==> src/hw/rtl/xyl_pkg.sv <==
package xyl_pkg;

  // Fixed field widths of the stream and configuration payloads.
  localparam int SIDE_W       = 7;
  localparam int ROW_W        = 6;
  localparam int PORT_ANGLE_W = 16;
  localparam int ENERGY_W     = 18;
  localparam int COS_W        = 16;

  localparam logic [SIDE_W-1:0] SIDE_RESET = 7'd64;

  // Cosine series constants in Q30.
  localparam logic [63:0] HALF_PI_Q30  = 64'd1686629713;
  localparam logic [63:0] ONE_Q30      = 64'd1 << 30;
  localparam int          TAYLOR_TERMS = 12;
  localparam int unsigned TAYLOR_DIV [TAYLOR_TERMS] =
    '{2, 12, 30, 56, 90, 132, 182, 240, 306, 380, 462, 552};

  typedef enum logic [1:0] {
    OP_WRITE  = 2'd0,
    OP_READ   = 2'd1,
    OP_ENERGY = 2'd2,
    OP_TRIAL  = 2'd3
  } op_e;

  typedef enum logic [2:0] {
    RD_CENTRE,
    RD_LEFT,
    RD_RIGHT,
    RD_UP,
    RD_DOWN
  } rd_sel_e;

  typedef enum logic [1:0] {
    ST_CLEAR,
    ST_IDLE,
    ST_ISSUE,
    ST_FINISH
  } ctl_state_e;

  // Commands from the controller to the datapath.
  typedef struct packed {
    logic    accept;
    logic    clr_wr;
    logic    lat_wr;
    logic    rd_en;
    rd_sel_e rd_sel;
    logic    load_out;
  } dp_cmd_t;

  // Status from the datapath to the controller.
  typedef struct packed {
    logic clr_last;
    logic bad;
    op_e  op;
    logic busy;
    logic out_free;
  } dp_status_t;

  // Quarter-wave cosine in Q14 for step m of a quarter turn split into
  // 2**qshift steps. Only used to build constant tables at elaboration.
  function automatic logic [COS_W-2:0] quad_cos(input logic [63:0] m,
                                                input int unsigned qshift);
    logic [63:0]        th;
    logic [63:0]        th2;
    logic [63:0]        term;
    logic signed [63:0] sum;
    logic [63:0]        rnd;
    th   = (HALF_PI_Q30 * m) >> qshift;
    th2  = (th * th) >> 30;
    term = ONE_Q30;
    sum  = $signed(ONE_Q30);
    for (int n = 0; n < TAYLOR_TERMS; n++) begin
      term = ((term * th2) >> 30) / TAYLOR_DIV[n];
      if ((n % 2) == 0) begin
        sum = sum - $signed(term);
      end else begin
        sum = sum + $signed(term);
      end
    end
    if (sum < 0) begin
      sum = '0;
    end
    if (sum > $signed(ONE_Q30)) begin
      sum = $signed(ONE_Q30);
    end
    rnd = ($unsigned(sum) + (64'd1 << 15)) >> 16;
    return rnd[COS_W-2:0];
  endfunction

endpackage

==> src/hw/rtl/xyl_ctrl.sv <==
module xyl_ctrl (
  input  logic                clk_i,
  input  logic                rst_ni,
  input  logic                s_valid_i,
  output logic                s_ready_o,
  input  xyl_pkg::dp_status_t st_i,
  output xyl_pkg::dp_cmd_t    cmd_o
);
  import xyl_pkg::*;

  ctl_state_e state_q, state_d;
  rd_sel_e    step_q, step_d;

  // State and read step registers.
  always_ff @(posedge clk_i or negedge rst_ni) begin
    if (!rst_ni) begin
      state_q <= ST_CLEAR;
      step_q  <= RD_CENTRE;
    end else begin
      state_q <= state_d;
      step_q  <= step_d;
    end
  end

  // Next state.
  always_comb begin
    state_d = state_q;
    step_d  = step_q;
    unique case (state_q)
      ST_CLEAR: begin
        if (st_i.clr_last) begin
          state_d = ST_IDLE;
        end
      end
      ST_IDLE: begin
        if (s_valid_i) begin
          state_d = ST_ISSUE;
          step_d  = RD_CENTRE;
        end
      end
      ST_ISSUE: begin
        priority if (st_i.bad || st_i.op == OP_WRITE) begin
          state_d = ST_FINISH;
        end else if (st_i.op == OP_READ || step_q == RD_DOWN) begin
          state_d = ST_FINISH;
          step_d  = RD_CENTRE;
        end else begin
          unique case (step_q)
            RD_CENTRE: step_d = RD_LEFT;
            RD_LEFT:   step_d = RD_RIGHT;
            RD_RIGHT:  step_d = RD_UP;
            RD_UP:     step_d = RD_DOWN;
            default:   step_d = RD_CENTRE;
          endcase
        end
      end
      ST_FINISH: begin
        if (!st_i.busy && st_i.out_free) begin
          state_d = ST_IDLE;
        end
      end
    endcase
  end

  // Outputs.
  always_comb begin
    cmd_o     = '0;
    s_ready_o = 1'b0;
    unique case (state_q)
      ST_CLEAR: begin
        cmd_o.clr_wr = 1'b1;
      end
      ST_IDLE: begin
        s_ready_o    = 1'b1;
        cmd_o.accept = s_valid_i;
      end
      ST_ISSUE: begin
        if (!st_i.bad) begin
          if (st_i.op == OP_WRITE) begin
            cmd_o.lat_wr = 1'b1;
          end else begin
            cmd_o.rd_en  = 1'b1;
            cmd_o.rd_sel = step_q;
          end
        end
      end
      ST_FINISH: begin
        cmd_o.load_out = !st_i.busy && st_i.out_free;
      end
    endcase
  end

endmodule

==> config.mk <==
export PLATFORM = sky130hd
export DESIGN_NAME = xyl_ctrl
export DESIGN_NICKNAME = d
export VERILOG_FILES = /design/src/hw/rtl/xyl_pkg.sv /design/src/hw/rtl/xyl_ctrl.sv
export SDC_FILE = /design/constraint.sdc
export NUM_CORES = 1
export LEC_CHECK = 0
export ABC_CLOCK_PERIOD_IN_PS = 2500
export BUFFER_PORTS_ARGS = -buffer_cell sky130_fd_sc_hd__clkbuf_2
export CORE_AREA = 3 3 40 42
export CTS_CLUSTER_DIAMETER = 50
export DETAILED_ROUTE_END_ITERATION = 8
export DIE_AREA = 0 0 43 45
export HOLD_SLACK_MARGIN = 0.12
export PLACE_DENSITY = 0.57
export SETUP_SLACK_MARGIN = 0.05
export SYNTH_ARGS = -nofsm -noshare
export SYNTH_HDL_FRONTEND = slang
export SYNTH_SLANG_ARGS = --single-unit
==> constraint.sdc <==
create_clock -name clk_i -period 2.5 [get_ports clk_i]
set_input_delay 0.125 -clock clk_i [delete_from_list [all_inputs] [get_ports clk_i]]
set_output_delay 0.125 -clock clk_i [all_outputs]
set_load 0.1 [all_outputs]
==> flow_summary.toml, run 1 <==
[clock_tree]
clk_path_buf_depth = 2
clock_latency_ps = 230
cts-htree-levels = 1
cts_root_buf = "clkbuf_4"
cts-buffers-inserted = 3
clk_pin_slew_worst_paths_ps = 40
tritoncts = "done"
postCtsResizedCells = 0
clock_sinks = 5

[critical_path]
cp.required_ps = 2380
rr_endpoint = "state_q[1]"
ff2ff_path_depth = 6
worst-path-max-fanout = 5
worstSetupStartpointType = "flop"
worst_r2r_startpoint = "state_q[0]"
crit_arrival_ps = 1780
timing.reg2reg.setup_slack_ps = 680
critPathCaptureType = "output port"
crit_family = "buffers and inverters"
timing.critical_path.slowest_cell_delay_ps = 440
crit_type = "reg -> out"
critical_path.slowest_cell = "clkbuf_2"
timing.critical_path.buf_inv = 2
crit_path_cell_trace = "inv_1, ha_1, nand2b_1, nor2_2, and2_2, clkbuf_2"
critical_path_origin = "state_q[0]"

[route]
detail-route-antenna-nets = 0
num_vias = 367
detailedRoute.firstPassIterationCount = 4
detail_route.drc_violations = 0
detail_route.wirelength_microns = 809
routedWlPerCell_microns = 9.87
detailedRoute.firstIterationViolations = 4
route.detailed.vias_per_inst = 4.48

[power_and_ir_drop]
fin_total_pwr_uw = 637
cell_pwr_density_mw_per_mm2 = 1190
p_leak_nw = 0.284
ir_drop_v = 0.000478

[placement]
placement_setup_slack_ps = 662
port-buffer-count = 17
dp_hpwl_microns = 697
place.gp.congestion = 0.690

[finish]
num_antenna_cells = 0
layout.cells.most_common_list = "clkbuf_2 (17), inv_1 (6), dfrtp_1 (5)"
nets = 81
syn2layout_area_growth_pct = 37.3
final_common_cell = "clkbuf_2"
drive_above_1_share_pct = 34.3
final_core_util_pct = 41.6

[yosys]
synth.avg_cell_area_sq_um = 8.65
synth.lib_cells_used.distinct = 20
synthFlopType = "dfrtp_1"
synth-warning-count = 0
synthArstFlopShare_pct = 100
synth-edff-count = 0
netlist_instances = 45
netlist_area_before_placement_sq_um = 389
post_synthesis_register_bit_count = 5
synth_nets = 58
ys_seq_area_share_pct = 32.2

[min_path]
path_category_of_the_worst_min_delay_check = "in -> async"

[timing]
period_utilization_post_route_pct = 76.0
final_critical_path_setup_slack_ps = 599
maxClockFrequency_mhz = 526
setup_tns_ps = 0
slew_headroom_pct = 63.9
tightestPinTransition_ps = 544
fin_worst_skew_ps = 0.129
timing.final.crit_period_ps = 1900
hold_slack_ps = 243
report.final.slew_viol_count = 0
rsz0062_at_grt = "false"
final_hold_viol_count = 0
timing.final.setup_violations = 0

[global_route]
grt_start_max_net_pins = 6
gr-total-overflow = 0
number_of_antenna_violations_at_the_first_check_in_global_routing = 0
globalRouteTotalUtil_pct = 9.14
wire_length_of_the_first_global_routing_pass_microns = 1340
first_global_vias = 333

[die]
dieArea_sq_mm = 0.00194
core_area_sq_mm = 0.00128
dieHeight_microns = 45
design.portCount = 18
die-width_microns = 43
placement_rows = 13
initial_core_util_pct = 30.3

[run]
number_of_max_capacitance_violations_reported = 0

[outcome]
run_status = "complete, no violations"
[report_power, final]
part | leakage [nW] | switching, mW | total, mW | internal (mW)
sequential | 0.0637 | 0.0213 | 0.127 | 0.106
clock | 0.0150 | 0.0296 | 0.0897 | 0.0601
combinational | 0.205 | 0.318 | 0.420 | 0.101
[logic make-up after synthesis]
logic type / count (synthesis) / synth area share [%]
AOI/OAI and AO/OA: 9 / 16.4
adders and majority gates: 4 / 12.9
buffers and inverters: 6 / 5.79
DFF: 5 / 32.2
muxes: 2 / 5.79
and+or+nand+nor: 19 / 27.0
[repair_timing]
item,CTS,global route
endpoints found under the hold margin,5,0
buffers inserted,0,0
hold buffers,1,0
[per-stage QoR]
stage,instance area (sq um),instances
after floorplan,394,45
after global placement,498,77
after detailed placement,498,77
after CTS,534,82
after global routing,534,82
final,534,82
[routing by layer]
metal,part of all wire (%),GRT usage [%]
met1,49,11.3
met2,44,13.8
met3,6.2,3.19
met4,0,5.42
met5,0,0
[Yosys cell counts, types with 2 or more instances]
library cell | count | share of area (%)
and2_1 | 3 | 4.8
o31ai_1 | 2 | 3.9
inv_1 | 6 | 5.8
dfrtp_1 | 5 | 32
nand2_1 | 2 | 1.9
nor3_1 | 3 | 3.9
nor2b_1 | 2 | 3.2
ha_1 | 4 | 13
nor2_1 | 4 | 3.9
mux2_1 | 2 | 5.8
nand2b_1 | 3 | 4.8
[cell type report]
class | instances | area, sq um
fill | 133 | 751
multi-input combinational | 34 | 246
sequential | 5 | 125
timing repair buffer | 18 | 95.1
clock buffer | 4 | 26.3
inverter | 6 | 22.5
tap | 15 | 18.8
[flip-flops by register name, indices dropped and copies added, names as in the netlist]
register / flops
state_q: 2
step_q: 3
[worst max path at each step]
| stage | cells past startpoint | slack (ps) | end |
|---|---|---|---|
| after floorplan | 4 | -440 | cmd_o[2] |
| after global placement | 6 | 730 | state_q[1] |
| after detailed placement | 6 | 660 | state_q[1] |
| after CTS | 6 | 570 | cmd_o[3] |
| after global routing | 6 | 470 | cmd_o[3] |
| final | 6 | 600 | cmd_o[3] |
[worst register-to-register path: stages, from the launching register on]
cell	delay, ps
dfrtp_1	360
inv_1	80
ha_1	240
and3b_1	180
a222oi_1	360
o21ai_1	140
mux2_1	340
No activity file was read; power rests on OpenSTA's default activity.
==> run 2: changes to the inputs <==
Settings changed: ABC_CLOCK_PERIOD_IN_PS 2500 to 1800.
Clock period 2.5 ns to 1.8 ns, I/O delays scaled along.
==> flow_summary.toml, run 2 (synthesis gave the netlist of run 1 again) <==
[outcome]
run_status = "complete, no violations"

[power_and_ir_drop]
ir_drop_v = 0.000644
cell_pwr_density_mw_per_mm2 = 1470
fin_total_pwr_mw = 1.05
p_leak_nw = 0.344

[route]
detail_route.wirelength_microns = 975
detailedRoute.firstIterationViolations = 6
detailedRoute.firstPassIterationCount = 4
route.detailed.vias_per_inst = 4.70
num_vias = 414
detail_route.drc_violations = 0
routedWlPerCell_microns = 11.1
detail-route-antenna-nets = 0

[finish]
final_area_sq_um = 713
filler_cell_count = 112
number_of_flip_flops_in_the_largest_register = 3
biggestRegsByFlops = "step_q (3), state_q (2)"
register_containing_the_most_flip_flops_in_the_final_layout = "step_q"
layout.cells.non_filler = 88
final_common_cell = "clkbuf_2"
num_antenna_cells = 0
drive_above_1_share_pct = 50.7
layout.cells.most_common_list = "clkbuf_2 (12), inv_1 (6), buf_4 (6)"
syn2layout_area_growth_pct = 83.3
nets = 87

[global_route]
gr-total-overflow = 0
grt_start_max_net_pins = 6
globalRouteTotalUtil_pct = 10.5
wire_length_of_the_first_global_routing_pass_microns = 1540
first_global_vias = 389
number_of_antenna_violations_at_the_first_check_in_global_routing = 0

[critical_path]
timing.critical_path.buf_inv = 3
critPathCaptureType = "output port"
crit_type = "reg -> out"
worstSetupStartpointType = "flop"
worst-path-max-fanout = 4
cp.required_ps = 1710
critical_path.slowest_cell = "dfrtp_1"
crit_family = "buffers and inverters"
crit_path_cell_trace = "inv_1, ha_2, buf_4, nand2b_4, nor2_4, and2_2, buf_12"
ff2ff_path_depth = 5
crit_arrival_ps = 1600
timing.critical_path.slowest_cell_delay_ps = 370
path_depth = 7

[placement]
port-buffer-count = 17
dpl_cell_area_sq_um = 662
place.gp.congestion = 0.729
dp_hpwl_microns = 832
placed_cells_incl_taps = 81

[die]
design.portCount = 18
dieHeight_microns = 45
initial_core_util_pct = 30.3
dieArea_sq_mm = 0.00194
placement_rows = 13
core_area_sq_mm = 0.00128
die-width_microns = 43

[timing]
slew_headroom_pct = 64.0
hold_slack_ps = 192
timing.final.crit_period_ps = 1690
fin_worst_skew_ps = 4.69
final_hold_viol_count = 0
report.final.slew_viol_count = 0
maxClockFrequency_mhz = 592
timing.final.setup_violations = 0
rsz0062_at_grt = "true"
tightestPinTransition_ps = 543
period_utilization_post_route_pct = 93.9
setup_tns_ps = 0

[run]
number_of_max_capacitance_violations_reported = 0

[clock_tree]
clk_path_buf_depth = 2
clk_pin_slew_worst_paths_ps = 50
clock_sinks = 5
cts_root_buf = "clkbuf_4"
cts-buffers-inserted = 3
clock_latency_ps = 240
tritoncts = "done"
cts-htree-levels = 1

[min_path]
path_category_of_the_worst_min_delay_check = "in -> async"
[run 2: cell count changes in the layout (fill, tap and decap cells not counted), moves of 2 or more]
cell / delta
and2_4: +2
clkbuf_2: -5
nor3_4: +2
nor3_1: -2
ha_1: -3
ha_2: +2
buf_12: +5
buf_4: +6
[run 2: layout make-up]
class	instances	area [sq um]	area share (%)
timing repair buffer	24	215	30.2
multi-input combinational	34	305	42.8
sequential	5	125	17.5
tap	15	18.8	2.63
clock buffer	4	26.3	3.68
inverter	6	22.5	3.16
[run 2: stage by stage]
stage | setup slack, ps | utilization, %
after floorplan | -225 | -
after global placement | 184 | 51.5
after detailed placement | 168 | 51.5
after CTS | 64.0 | 54.3
after global routing | 26.1 | 55.5
final | 110 | 55.5
[run 2: worst register-to-register path, cell delays in order, from the launching register on]
cell and delay [ps]:
dfrtp_1 370, buf_4 150, ha_1 210, a222oi_1 340, o21ai_1 130, mux2_1 320
[run 2: timing repair]
item	CTS	global route
hold buffers	1	0
setup endpoints to repair	0	3
gates resized for setup	0	0
setup buffers	0	2
hold endpoints to repair	5	0
[run 2: power by group]
part           leakage (nW)  internal [mW]  total (mW)  switching (mW)
sequential           0.0637          0.147       0.169          0.0218
combinational         0.266          0.246       0.748           0.502
clock                0.0150         0.0840       0.133          0.0486
[run 2: worst paths after layout]
path | start | to | slack [ps]
min in group clk_i | s_valid_i | state_q[0] | 220
max in group asynchronous | rst_ni | state_q[0] | 1460
worst max register to register | state_q[0] | state_q[1] | 160
worst min-delay path | rst_ni | step_q[0] | 190
worst min register to register | step_q[2] | step_q[2] | 520
worst max-delay path | state_q[0] | cmd_o[1] | 110
[run 2: per-layer routing]
layer | vias up | GRT usage [%] | routed length, microns
li1 | 209 | - | -
met1 | 192 | 11.8 | 393
met2 | 13 | 19.5 | 521
met3 | 0 | 1.20 | 60
met4 | 0 | 5.42 | 0
met5 | - | 0 | 0
==> run 3: changes to the inputs <==
Settings changed: CORE_AREA 3 3 40 42 to 2 2 39 41, DIE_AREA 0 0 43 45 to 0 0 41 43.
==> flow_summary.toml, run 3 (synthesis gave the netlist of run 1 again) <==
[finish]
multi_input_comb_area_sq_um = 305
final_common_cell = "clkbuf_2"
layout.cells.most_common_list = "clkbuf_2 (12), inv_1 (6), buf_4 (6)"
biggestRegsByFlops = "step_q (3), state_q (2)"
register_containing_the_most_flip_flops_in_the_final_layout = "step_q"
final_core_util_pct = 51.6
drive_above_1_share_pct = 50.7
number_of_flip_flops_in_the_largest_register = 3
regArea_sq_um = 125
filler_cell_count = 129
final_area_sq_um = 714
layout.cells.non_filler = 89
syn2layout_area_growth_pct = 83.6
nets = 87
num_antenna_cells = 0

[timing]
timing.final.crit_period_ps = 1660
final_hold_viol_count = 0
setup_tns_ps = 0
tightestPinTransition_ps = 539
report.final.slew_viol_count = 0
final_critical_path_setup_slack_ps = 141
rsz0062_at_grt = "false"
fin_worst_skew_ps = 6.43
period_utilization_post_route_pct = 92.2
hold_slack_ps = 187
timing.final.setup_violations = 0
maxClockFrequency_mhz = 603
slew_headroom_pct = 64.2

[critical_path]
crit_path_cell_trace = "inv_1, ha_2, buf_4, nand2b_4, nor2_4, and2_2, buf_12"
worst_r2r_startpoint = "state_q[0]"
cp.required_ps = 1710
critPathCaptureType = "output port"
crit_type = "reg -> out"
timing.reg2reg.setup_slack_ps = 150
timing.critical_path.slowest_cell_delay_ps = 380
crit_family = "buffers and inverters"
crit_arrival_ps = 1570
worstSetupStartpointType = "flop"
critical_path.slowest_cell = "dfrtp_1"
critical_path_origin = "state_q[0]"
timing.critical_path.buf_inv = 3
rr_endpoint = "state_q[1]"
ff2ff_path_depth = 6
worst-path-max-fanout = 4

[power_and_ir_drop]
cell_pwr_density_mw_per_mm2 = 1490
fin_total_pwr_mw = 1.06
ir_drop_v = 0.000660
p_leak_nw = 0.344

[clock_tree]
clock_latency_ps = 250
clk_path_buf_depth = 2
postCtsResizedCells = 0
cts-htree-levels = 1
cts-buffers-inserted = 3
cts_root_buf = "clkbuf_4"
tritoncts = "done"
clock_sinks = 5
clk_pin_slew_worst_paths_ps = 50

[placement]
placement_setup_slack_ps = 135
dp_hpwl_microns = 786
placed_cells_incl_taps = 82
dpl_cell_area_sq_um = 663
port-buffer-count = 17
place.gp.congestion = 0.654

[die]
initial_core_util_pct = 28.1
dieArea_sq_mm = 0.00176
design.portCount = 18
placement_rows = 14
dieHeight_microns = 43
core_area_sq_mm = 0.00138
die-width_microns = 41

[route]
num_vias = 401
top_signal_layer_used = "met4"
route.detailed.vias_per_inst = 4.51
detailedRoute.firstPassIterationCount = 4
met3WireLength_microns = 47
detail-route-antenna-nets = 0
detail_route.drc_violations = 0
detail_route.wirelength_microns = 891
route.met2.wl_microns = 464
routedLengthMet1_microns = 365
routedWlPerCell_microns = 10.0
detailedRoute.firstIterationViolations = 6

[run]
number_of_max_capacitance_violations_reported = 0

[outcome]
run_status = "complete, no violations"

[global_route]
globalRouteTotalUtil_pct = 12.4
grt_start_max_net_pins = 6
wire_length_of_the_first_global_routing_pass_microns = 1490
number_of_antenna_violations_at_the_first_check_in_global_routing = 0
first_global_vias = 381
gr-total-overflow = 0

[min_path]
path_category_of_the_worst_min_delay_check = "in -> async"
run 3: cell counts in the layout (fill, tap and decap cells not counted):
No cell type changed its count.
run 3: worst max-delay path by stage:
stage	endpoint	slack [ps]	cells past startpoint
detailed placement	state_q[1]	140	5
floorplan	cmd_o[1]	-230	5
finish	cmd_o[1]	140	7
global route	cmd_o[1]	60	7
CTS	cmd_o[1]	60	7
global placement	state_q[1]	190	4
run 3: area by class of cell:
type | instances | share of cell area [%]
multi-input cells | 34 | 42.7
repair buffers | 24 | 30.1
flip-flops and latches | 5 | 17.5
clock buffers | 4 | 3.68
inverters | 6 | 3.15
well taps | 16 | 2.80
run 3: power breakdown:
group	internal (mW)	switching (mW)	total [mW]
logic	0.256	0.497	0.753
registers	0.147	0.0301	0.177
clock network	0.0839	0.0476	0.131
total	0.487	0.574	1.06
run 3: worst register-to-register path: stages (launching register included):
cell and delay, ps:
dfrtp_1 350, inv_1 70, ha_2 190, and3b_1 160, a222oi_1 290, o21ai_1 130, mux2_1 340
run 3: timing repair:
action,CTS,global route
hold buffers,1,0
setup buffers,0,2
hold endpoints to repair,5,0
setup endpoints to repair,0,3
run 3: per-layer routing:
metal	GRT usage (%)	up-vias
met5	0	-
li1	-	208
met3	4.71	2
met4	4.00	0
met1	14.6	181
met2	19.7	10
